<file path="src/rtl/iit_pkg.sv">
// Package with the types and constants of the index indirection table unit.
package iit_pkg;

  localparam int SLOT_W  = 16;
  localparam int VALUE_W = 16;
  localparam int AMT_W   = 16;
  localparam int RD_W    = 16;
  localparam int CAP_W   = 11;
  localparam logic [CAP_W-1:0] CAP_RESET = 11'd1024;

  typedef enum logic [1:0] {
    OP_SET    = 2'd0,
    OP_LOOKUP = 2'd1,
    OP_OFFSET = 2'd2,
    OP_SWAP   = 2'd3
  } op_t;

  typedef enum logic [1:0] {
    ST_IDLE,
    ST_POINT,
    ST_WALK
  } state_t;

  typedef struct packed {
    logic [1:0]                opcode;
    logic [SLOT_W-1:0]         slot;
    logic [VALUE_W-1:0]        value;
    logic [VALUE_W-1:0]        other_value;
    logic signed [AMT_W-1:0]   amount;
  } in_word_t;

  typedef struct packed {
    logic [RD_W-1:0] read_value;
    logic            out_of_range;
  } out_word_t;

  // Control handed from the sequencer to the update unit at the head of the ring.
  typedef struct packed {
    logic act;
    op_t  op;
  } head_ctl_t;

endpackage

</file>
<file path="src/rtl/iit_cell.sv">
// One storage cell of the rotating table ring.
module iit_cell import iit_pkg::*; #(
  parameter int W = 16
) (
  input  logic         clk,
  input  logic         rst_n,
  input  logic [W-1:0] d_in,
  output logic [W-1:0] q_out
);

  logic [W-1:0] data_r;

  // The ring rotates in every cycle; reset clears the table entry.
  always_ff @(posedge clk) begin
    if (!rst_n) begin
      data_r <= '0;
    end else begin
      data_r <= d_in;
    end
  end

  assign q_out = data_r;

endmodule

</file>
<file path="config.mk">
export PLATFORM = sky130hd
export DESIGN_NAME = iit_cell
export DESIGN_NICKNAME = d
export VERILOG_FILES = /design/src/rtl/iit_pkg.sv /design/src/rtl/iit_cell.sv
export SDC_FILE = /design/constraint.sdc
export NUM_CORES = 1
export LEC_CHECK = 0
export BUFFER_PORTS_ARGS = -buffer_cell sky130_fd_sc_hd__buf_4
export CAP_MARGIN = 30
export CORE_AREA = 2 2 39 41
export DETAILED_ROUTE_END_ITERATION = 12
export DIE_AREA = 0 0 41 43
export GPL_ROUTABILITY_DRIVEN = 0
export PLACE_DENSITY_LB_ADDON = 0.1
export REMOVE_ABC_BUFFERS = 1
export SYNTH_ARGS = -nofsm -noshare
export SYNTH_HDL_FRONTEND = slang
export SYNTH_SLANG_ARGS = --single-unit
</file>
<file path="constraint.sdc">
create_clock -name clk -period 0.8 [get_ports clk]
set_input_delay 0.08 -clock clk [delete_from_list [all_inputs] [get_ports clk]]
set_output_delay 0.08 -clock clk [all_outputs]
set_load 0.02 [all_outputs]
</file>
==> impl_metrics.env <==
export IMPL_root_buffer="clkbuf_4"
export IMPL_ant_nets=0
export IMPL_tns_ns=-0.0110
export IMPL_tightest_slew_ns=0.104
export IMPL_violations="negative setup slack"
export IMPL_worstPathRequired_ns=0.72
export IMPL_drv_cap=0
export IMPL_layout_drive_gt1_share=0.878
export IMPL_ys_types=4
export IMPL_post_cts_setup_buffers=0
export IMPL_dieArea_sq_mm=0.00176
export IMPL_hold_viol=0
export IMPL_grt_pass1_wl_mm=1.04
export IMPL_max_stage_delay_ns=0.33
export IMPL_clk_pin_slew_ns=0.09
export IMPL_critPathSlowestCell="dfxtp_2"
export IMPL_powerDensity_mw_per_mm2=1890
export IMPL_core_sq_mm=0.00138
export IMPL_netlist_area_sq_um=447
export IMPL_finalNetCount=93
export IMPL_min_period_ns=0.807
export IMPL_antenna_found_initial=0
export IMPL_path_cells="buf_6"
export IMPL_first_pass_iters=2
export IMPL_clock_path_buffers=2
export IMPL_nFillCells=123
export IMPL_cts_buffers=3
export IMPL_setup_ws_ns=-0.00664
export IMPL_vias=347
export IMPL_crit_type="reg -> out"
export IMPL_syn2layout_area_growth_pct=94.7
export IMPL_die_w_microns=41
export IMPL_status="finished with violations"
export IMPL_synth_top_area_frac=0.717
export IMPL_cts_sinks=16
export IMPL_final_max_slew_viol_count=0
export IMPL_relSlewSlack=0.931
export IMPL_crit_path_end_kind="output port"
export IMPL_p_leak_nw=0.410
export IMPL_n_antenna_cell=0
export IMPL_grt_max_degree=17
export IMPL_critical_path_top_delay_family="flip-flops"
export IMPL_first_iter_violations=1
export IMPL_drc=0
export IMPL_fmax_mhz=1240
export IMPL_cts_tree="yes"
export IMPL_numPortBuffers=33
export IMPL_largest_reg_flops=16
export IMPL_setup_viol=3
export IMPL_hold_class="in -> reg"
export IMPL_multi_input_area_sq_um=115
export IMPL_synthTopCellsByArea="dfxtp_1 (72%), and2_2 (20%), and2_1 (5.6%)"
export IMPL_h_tree_depth=1
export IMPL_synth_seq_cells=16
export IMPL_first_global_vias=281
export IMPL_ff_latch_area_sq_um=340
export IMPL_grt_usage=0.0900
export IMPL_syn_instance_count=33
export IMPL_die_h_microns=43
export IMPL_wl_per_cell_microns=9.09
export IMPL_post_route_util=0.628
export IMPL_critPathLaunchType="flip-flop"
export IMPL_syn_avg_cell_area_sq_um=13.5
export IMPL_vias_per_cell=3.86
export IMPL_critPathMaxFanout=1
export IMPL_yosysSeqAreaShare=0.717
export IMPL_vdd_ir_drop_max_mv=1.12
export IMPL_ys_warn_count=0
export IMPL_io_pin_count=34
export IMPL_grt_ovfl_total=0
export IMPL_num_rows=14
export IMPL_arrival_ns=0.73
export IMPL_post_route_period_util=1.01
export IMPL_path_buf_inv=1
export IMPL_wl_microns=818
export IMPL_rsz0062_at_grt="yes"
export IMPL_start_util=0.323
export IMPL_yosysTopAreaCell="dfxtp_1"
-- cell families after synthesis --
group | after synthesis | synth area share
flip-flops | 16 | 0.717
AND/OR/NAND/NOR | 16 | 0.258
buffers and inverters | 1 | 0.0252
-- area by class of cell --
class	instances	share of cell area
tap	16	0.0230
timing repair buffer	38	0.412
clock buffer	4	0.0417
multi-input combinational	16	0.132
sequential	16	0.391
-- per-layer routing --
| metal | GRT usage | up-vias | routed length [microns] |
|---|---|---|---|
| met1 | 0.0987 | 149 | 258 |
| li1 | - | 181 | - |
| met3 | 0.0314 | 0 | 59 |
| met5 | 0 | - | 0 |
| met4 | 0.0400 | 0 | 0 |
| met2 | 0.147 | 17 | 500 |
-- synth_stat cells --
cell	instances
dfxtp_1	16
buf_6	1
and2_2	12
and2_1	4
-- path summary, 6_finish.rpt --
path / startpoint / end / slack [ns] / cells after the start
max: q_out[13]$_SDFF_PN0_ / q_out[13] / -0.007 / 1
min: d_in[11] / q_out[11]$_SDFF_PN0_ / 0.008 / 2
-- what timing repair did --
item                                    in CTS  in global routing
endpoints found under the setup margin      16                 16
gates resized for setup                     32                  0
hold buffers                                 0                  5
endpoints found under the hold margin        0                  5
-- power by group --
group          total [mW]  internal [mW]  switching (mW)  leakage (nW)
logic               0.265          0.171          0.0946         0.251
clock network       0.514          0.276           0.237        0.0210
registers           0.865          0.847          0.0181         0.138
total                1.64           1.29           0.350         0.410
-- cells in the final DEF, fill, tap and decap left out --
master and instances:
clkbuf_8 1, and2_1 4, dfxtp_2 16, clkbuf_4 3
dlygate4sd3_1 5, buf_6 16, buf_4 17, and2_2 12
-- metrics by stage --
step	cell area [sq um]	instances	total power, mW	hold WS (ns)	worst slack (ns)
after floorplan	435	32	0.956	0.202	0.325
after global placement	703	81	1.09	0.296	0.266
after detailed placement	703	81	1.09	0.297	0.263
after CTS	820	85	1.64	0.00302	-0.0130
after global routing	870	90	1.74	0.00367	-0.0442
final	870	90	1.64	0.00801	-0.00664
No activity file was read; power rests on OpenSTA's default activity.
