File: config.mk
export PLATFORM = sky130hd
export DESIGN_NAME = iit_head_alu
export DESIGN_NICKNAME = d
export VERILOG_FILES = /design/src/rtl/iit_pkg.sv /design/src/rtl/iit_head_alu.sv
export SDC_FILE = /design/constraint.sdc
export NUM_CORES = 1
export LEC_CHECK = 0
export CORE_MARGIN = 3
export CORE_UTILIZATION = 50
export DETAILED_ROUTE_END_ITERATION = 10
export DONT_BUFFER_PORTS = 1
export GPL_TIMING_DRIVEN = 0
export PLACE_DENSITY = 0.72
export SLEW_MARGIN = 30
export SYNTH_ARGS = -nofsm -noshare
export SYNTH_HDL_FRONTEND = slang
export SYNTH_SLANG_ARGS = --single-unit
File: constraint.sdc
create_clock -name vclk -period 5.9
set_clock_uncertainty 0.1 [all_clocks]
set_input_delay 0.295 -clock vclk [all_inputs]
set_output_delay 0.295 -clock vclk [all_outputs]
set_load 0.005 [all_outputs]
File: src/rtl/iit_pkg.sv
// Package with the types and constants of the index indirection table unit.
package iit_pkg;

  localparam int SLOT_W  = 16;
  localparam int VALUE_W = 16;
  localparam int AMT_W   = 16;
  localparam int RD_W    = 16;
  localparam int CAP_W   = 11;
  localparam logic [CAP_W-1:0] CAP_RESET = 11'd1024;

  typedef enum logic [1:0] {
    OP_SET    = 2'd0,
    OP_LOOKUP = 2'd1,
    OP_OFFSET = 2'd2,
    OP_SWAP   = 2'd3
  } op_t;

  typedef enum logic [1:0] {
    ST_IDLE,
    ST_POINT,
    ST_WALK
  } state_t;

  typedef struct packed {
    logic [1:0]                opcode;
    logic [SLOT_W-1:0]         slot;
    logic [VALUE_W-1:0]        value;
    logic [VALUE_W-1:0]        other_value;
    logic signed [AMT_W-1:0]   amount;
  } in_word_t;

  typedef struct packed {
    logic [RD_W-1:0] read_value;
    logic            out_of_range;
  } out_word_t;

  // Control handed from the sequencer to the update unit at the head of the ring.
  typedef struct packed {
    logic act;
    op_t  op;
  } head_ctl_t;

endpackage

File: src/rtl/iit_head_alu.sv
// Update unit that rewrites the entry leaving the head cell of the ring.
module iit_head_alu import iit_pkg::*; #(
  parameter int W = 16
) (
  input  head_ctl_t    ctl,
  input  logic [W-1:0] value_i,
  input  logic [W-1:0] other_i,
  input  logic [W-1:0] amount_i,
  input  logic [W-1:0] data_i,
  output logic [W-1:0] data_o
);

  always_comb begin
    data_o = data_i;
    if (ctl.act) begin
      case (ctl.op)
        OP_SET: begin
          data_o = value_i;
        end
        OP_OFFSET: begin
          if (data_i > value_i) begin
            data_o = data_i + amount_i;
          end
        end
        OP_SWAP: begin
          if (data_i == value_i) begin
            data_o = other_i;
          end else if (data_i == other_i) begin
            data_o = value_i;
          end
        end
        default: begin
          data_o = data_i;
        end
      endcase
    end
  end

endmodule

==> impl_metrics.ini, run 1 <==
[timing]
hold_viol = 0
fin_setup_tns_ns = 0
holdWs_ns = 0.5966
finalCritPeriodShare = 0.5269
fin_crit_ns = 3.109
fmax_mhz = 321.7
worst_slew_pin_slew_ns = 0.8239
setup-violations-final = 0
rsz0062_at_grt = no
slew_headroom = 0.4474
slew_violations = 0

[detailed_routing]
drtIter0Drc = 212
routedWlPerCell_um = 20.04
wl_met2_mm = 3.591
vias = 2567
dr_wl_met3_um = 852
route.top_layer_used = met4
m1WireLength_mm = 3.088
wl_mm = 7.636
drcViolationCount = 0
dr.pass1.iters = 6
via_per_inst = 6.738
antenna_left = 0

[worst_setup_path]
startpoint_type = input port
arrival_ns = 2.71
worst_path_most_repeated_cell = a21oi_1
end_kind = output pin
path_max_fanout = 3
path_cells = ha_1 > fa_1 > a21oi_1 > o2111ai_1 > a311oi_1 > o21bai_1 > a21oi_1 > xnor2_1 > a221o_1
required_ns = 5.51
max_stage_delay_ns = 0.51
cpMaxStageDelayCell = a311oi_1
crit_type = in2out

[grt]
grt_max_degree = 11
antenna_found_initial = 0
grt_use_total = 0.2804
grt_pass1_vias = 2502
grt_pass1_wl_mm = 12.16
gr-total-overflow = 0

[yosys]
seq_area_frac_synth = 0
synthTopCellsByArea = ha_1 17%, xor2_1 8.5%, a21oi_1 8.0%
synth_nets = 430
synth_cell_types = 58
netlist.area_leader.share = 0.1712
ys_warn_count = 0
syn_inst = 331
synth_area_um2 = 2266
synth.avg_cell_area_um2 = 6.846
yosysTopAreaCell = ha_1

[finish]
n_antenna_cell = 0
finalInstanceArea_um2 = 2328
clkbuf_count = 0
area_delta_synth_final_pct = 2.761
fillers = 414
layout_commonest_cell = a21oi_1
seqCellArea_um2 = 0
nets = 432
fin_cells = 381
multi_input_area_um2 = 2116
final_layout_size_suffix_gt1_frac = 0.05438
layout_common_cells = 36 x a21oi_1, 31 x ha_1, 29 x nor2_1
seq_cells = 0

[placement]
port_buffers = 0
routabilityCongestion = 0.9560
numPlacedInstances = 381
placed_area_um2 = 2328
dp_hpwl_mm = 6.172

[die]
chipHeight_um = 73.32
io_pins = 83
fp.dieW_um = 73.32
die-area_um2 = 5376
num_rows = 23
initial_core_util = 0.5430
core_area_um2 = 4173

[status]
status = finished, final reports clean

[clocking]
cts_hold_buffers = 0
cts_resized = 0
postCtsSetupBuffers = 0

[power]
power_density_nw_per_um2 = 78.72
p_leak_nw = 1.072
vdd_drop_max_v = 0.00003510

[hold_path]
hold_path_class = in2out

[job]
cap_violations = 0
-- power breakdown --
| group | switching, mW | internal (mW) |
|---|---|---|
| Clock | 0 | 0 |
| Combinational | 0.108 | 0.0751 |
| Sequential | 0 | 0 |
-- worst max-delay path, delay by kind of cell --
family / cells / cell delay (ns)
xor+xnor: 1 / 0.11
fa+ha+maj: 2 / 0.64
compound gates: 6 / 1.67
-- cells in the mapped netlist, types with 2 or more instances --
library cell / instances
buf_2: 3
xnor2_1: 7
o21a_1: 4
a21o_1: 11
a221oi_1: 3
ha_1: 31
o21bai_1: 3
nor4_1: 5
nand2_1: 23
o21ai_1: 5
a21oi_1: 36
xor2_1: 22
a211oi_1: 9
o221ai_1: 2
a31oi_1: 6
nand4_1: 3
nor4_4: 2
o22ai_1: 2
mux2i_1: 9
and2_1: 2
inv_1: 23
nand4_2: 2
clkbuf_1: 9
a22o_1: 2
nor3_2: 3
nand3_1: 17
o21ai_0: 13
a211o_1: 2
nor3_1: 11
o211ai_1: 5
nor2_1: 29
-- cell families (layout without fill, tap and decap cells) --
family                     count (synthesis)  count (layout)  synth area share
buffers and inverters                     37              37           0.06626
AOI/OAI and AO/OA                        117             117            0.3440
and+or+nand+nor                          107             107            0.2579
adders and majority gates                 32              32            0.1800
xor gates and xnor gates                  29              29            0.1121
muxes                                      9               9           0.03976
-- path summary, 6_finish.rpt --
kind,start,end,slack (ns),cells after the start
worst min-delay path,data_i[10],data_o[10],0.60,2
worst max-delay path,amount_i[0],data_o[12],2.79,9
-- layer usage --
layer  up-vias  track usage
met2       133       0.4747
li1       1248            -
met5         -            0
met4         0      0.04225
met1      1173       0.3871
met3        13      0.03420
-- final cells by class --
class,instances,area share
plain buffers,14,0.02740
inverters,23,0.03708
multi-input cells,294,0.9087
well taps,50,0.02687
-- metrics by stage --
step	util	worst slack [ns]	total power, mW
2_1_floorplan	-	3.218	0.1449
6_report	0.5580	2.791	0.1833
3_3_place_gp	0.5580	2.868	0.1770
3_5_place_dp	0.5580	2.823	0.1800
4_1_cts	0.5580	2.813	0.1812
5_1_grt	0.5580	2.615	0.2025
Power figures use the tool's default switching activity.
==> run 2, diff against run 1 <==
clock period = 2.91 ns   (was 5.9 ns; I/O delays follow)
==> impl_metrics.ini, run 2 (synthesis gave the netlist of run 1 again) <==
[worst_setup_path]
path_max_fanout = 9
cp.depth = 8
cp_top_family = compound AO/OA/AOI/OAI gates
startpoint_type = input port
crit_path_start = value_i[7]
cpMaxStageDelayCell = o31ai_2
end_kind = output pin
arrival_ns = 2.52
max_stage_delay_ns = 0.70
crit_buf_inv = 1
path_cells = inv_1 > ha_1 > a21oi_1 > o21ai_0 > a221oi_1 > nor3_1 > o31ai_2 > a221o_1
required_ns = 2.66
crit_type = in2out

[timing]
slew_violations = 0
setup-violations-final = 0
slew_headroom = 0.4456
hold_viol = 0
finalCritPeriodShare = 0.9490
fmax_mhz = 362.1
layout_setup_ws_ns = 0.1484
rsz0062_at_grt = no
fin_crit_ns = 2.762
worst_slew_pin_slew_ns = 0.8267
fin_setup_tns_ns = 0

[die]
io_pins = 83
core_area_um2 = 4173
die-area_um2 = 5376
chipHeight_um = 73.32
initial_core_util = 0.5430
num_rows = 23
fp.dieW_um = 73.32

[placement]
dpl_worst_slack_ns = 0.1319
dp_hpwl_mm = 6.172
routabilityCongestion = 0.9560
port_buffers = 0

[grt]
grt_pass1_wl_mm = 12.16
grt_use_total = 0.2804
gr-total-overflow = 0
grt_pass1_vias = 2502
antenna_found_initial = 0
grt_max_degree = 11

[finish]
layout_commonest_cell = a21oi_1
layout_common_cells = 36 x a21oi_1, 31 x ha_1, 29 x nor2_1
seq_cells = 0
final_layout_size_suffix_gt1_frac = 0.05740
clkbuf_count = 0
nets = 432
fillers = 414
area_delta_synth_final_pct = 3.037
n_antenna_cell = 0
seqCellArea_um2 = 0

[detailed_routing]
dr.pass1.iters = 5
via_per_inst = 6.808
wl_mm = 7.589
vias = 2594
drcViolationCount = 0
drtIter0Drc = 189
antenna_left = 0
routedWlPerCell_um = 19.92

[hold_path]
whs_path_depth = 2
min_from = data_i[10]
hold_path_class = in2out

[power]
power_density_nw_per_um2 = 159.7
vdd_drop_max_v = 0.00007090
p_leak_nw = 1.073

[clocking]
cts_hold_buffers = 0
postCtsSetupBuffers = 0
cts_resized = 0

[job]
cap_violations = 0

[status]
status = finished, final reports clean
run 2: cell counts in the layout (fill, tap and decap cells not counted):
No cell type changed its count.
run 2: cell type report:
| type | instances | area (um^2) | share of cell area |
|---|---|---|---|
| Multi-Input combinational cell | 294 | 2122 | 0.9089 |
| Inverter | 23 | 86.33 | 0.03698 |
| Buffer | 14 | 63.81 | 0.02733 |
| Tap cell | 50 | 62.56 | 0.02680 |
run 2: final timing paths:
check                   endpoint  slack (ns)
worst max-delay path  data_o[12]        0.15
worst min-delay path  data_o[10]        0.30
run 2: per-stage QoR:
step	instances	cell area (um^2)	utilization	power [mW]	hold slack (ns)
finish	381	2335	0.5595	0.3729	0.2985
global route	381	2335	0.5595	0.4127	0.3031
CTS	381	2328	0.5580	0.3674	0.2992
detailed placement	381	2328	0.5580	0.3650	0.2986
global placement	381	2328	0.5580	0.3588	0.2976
floorplan	331	2266	-	0.2937	0.2785
run 2: metal layers:
layer  track usage  routed length, um  vias up
met5             0                  0        -
met2        0.4747               3591      140
met1        0.3871               3019     1193
li1              -                  -     1251
met3       0.03420                889       10
met4       0.04225                 89        0
run 2: report_power, final:
part           internal, mW  switching, mW  leakage [nW]
registers                 0              0             0
clock network             0              0             0
logic                 0.153          0.220          1.07
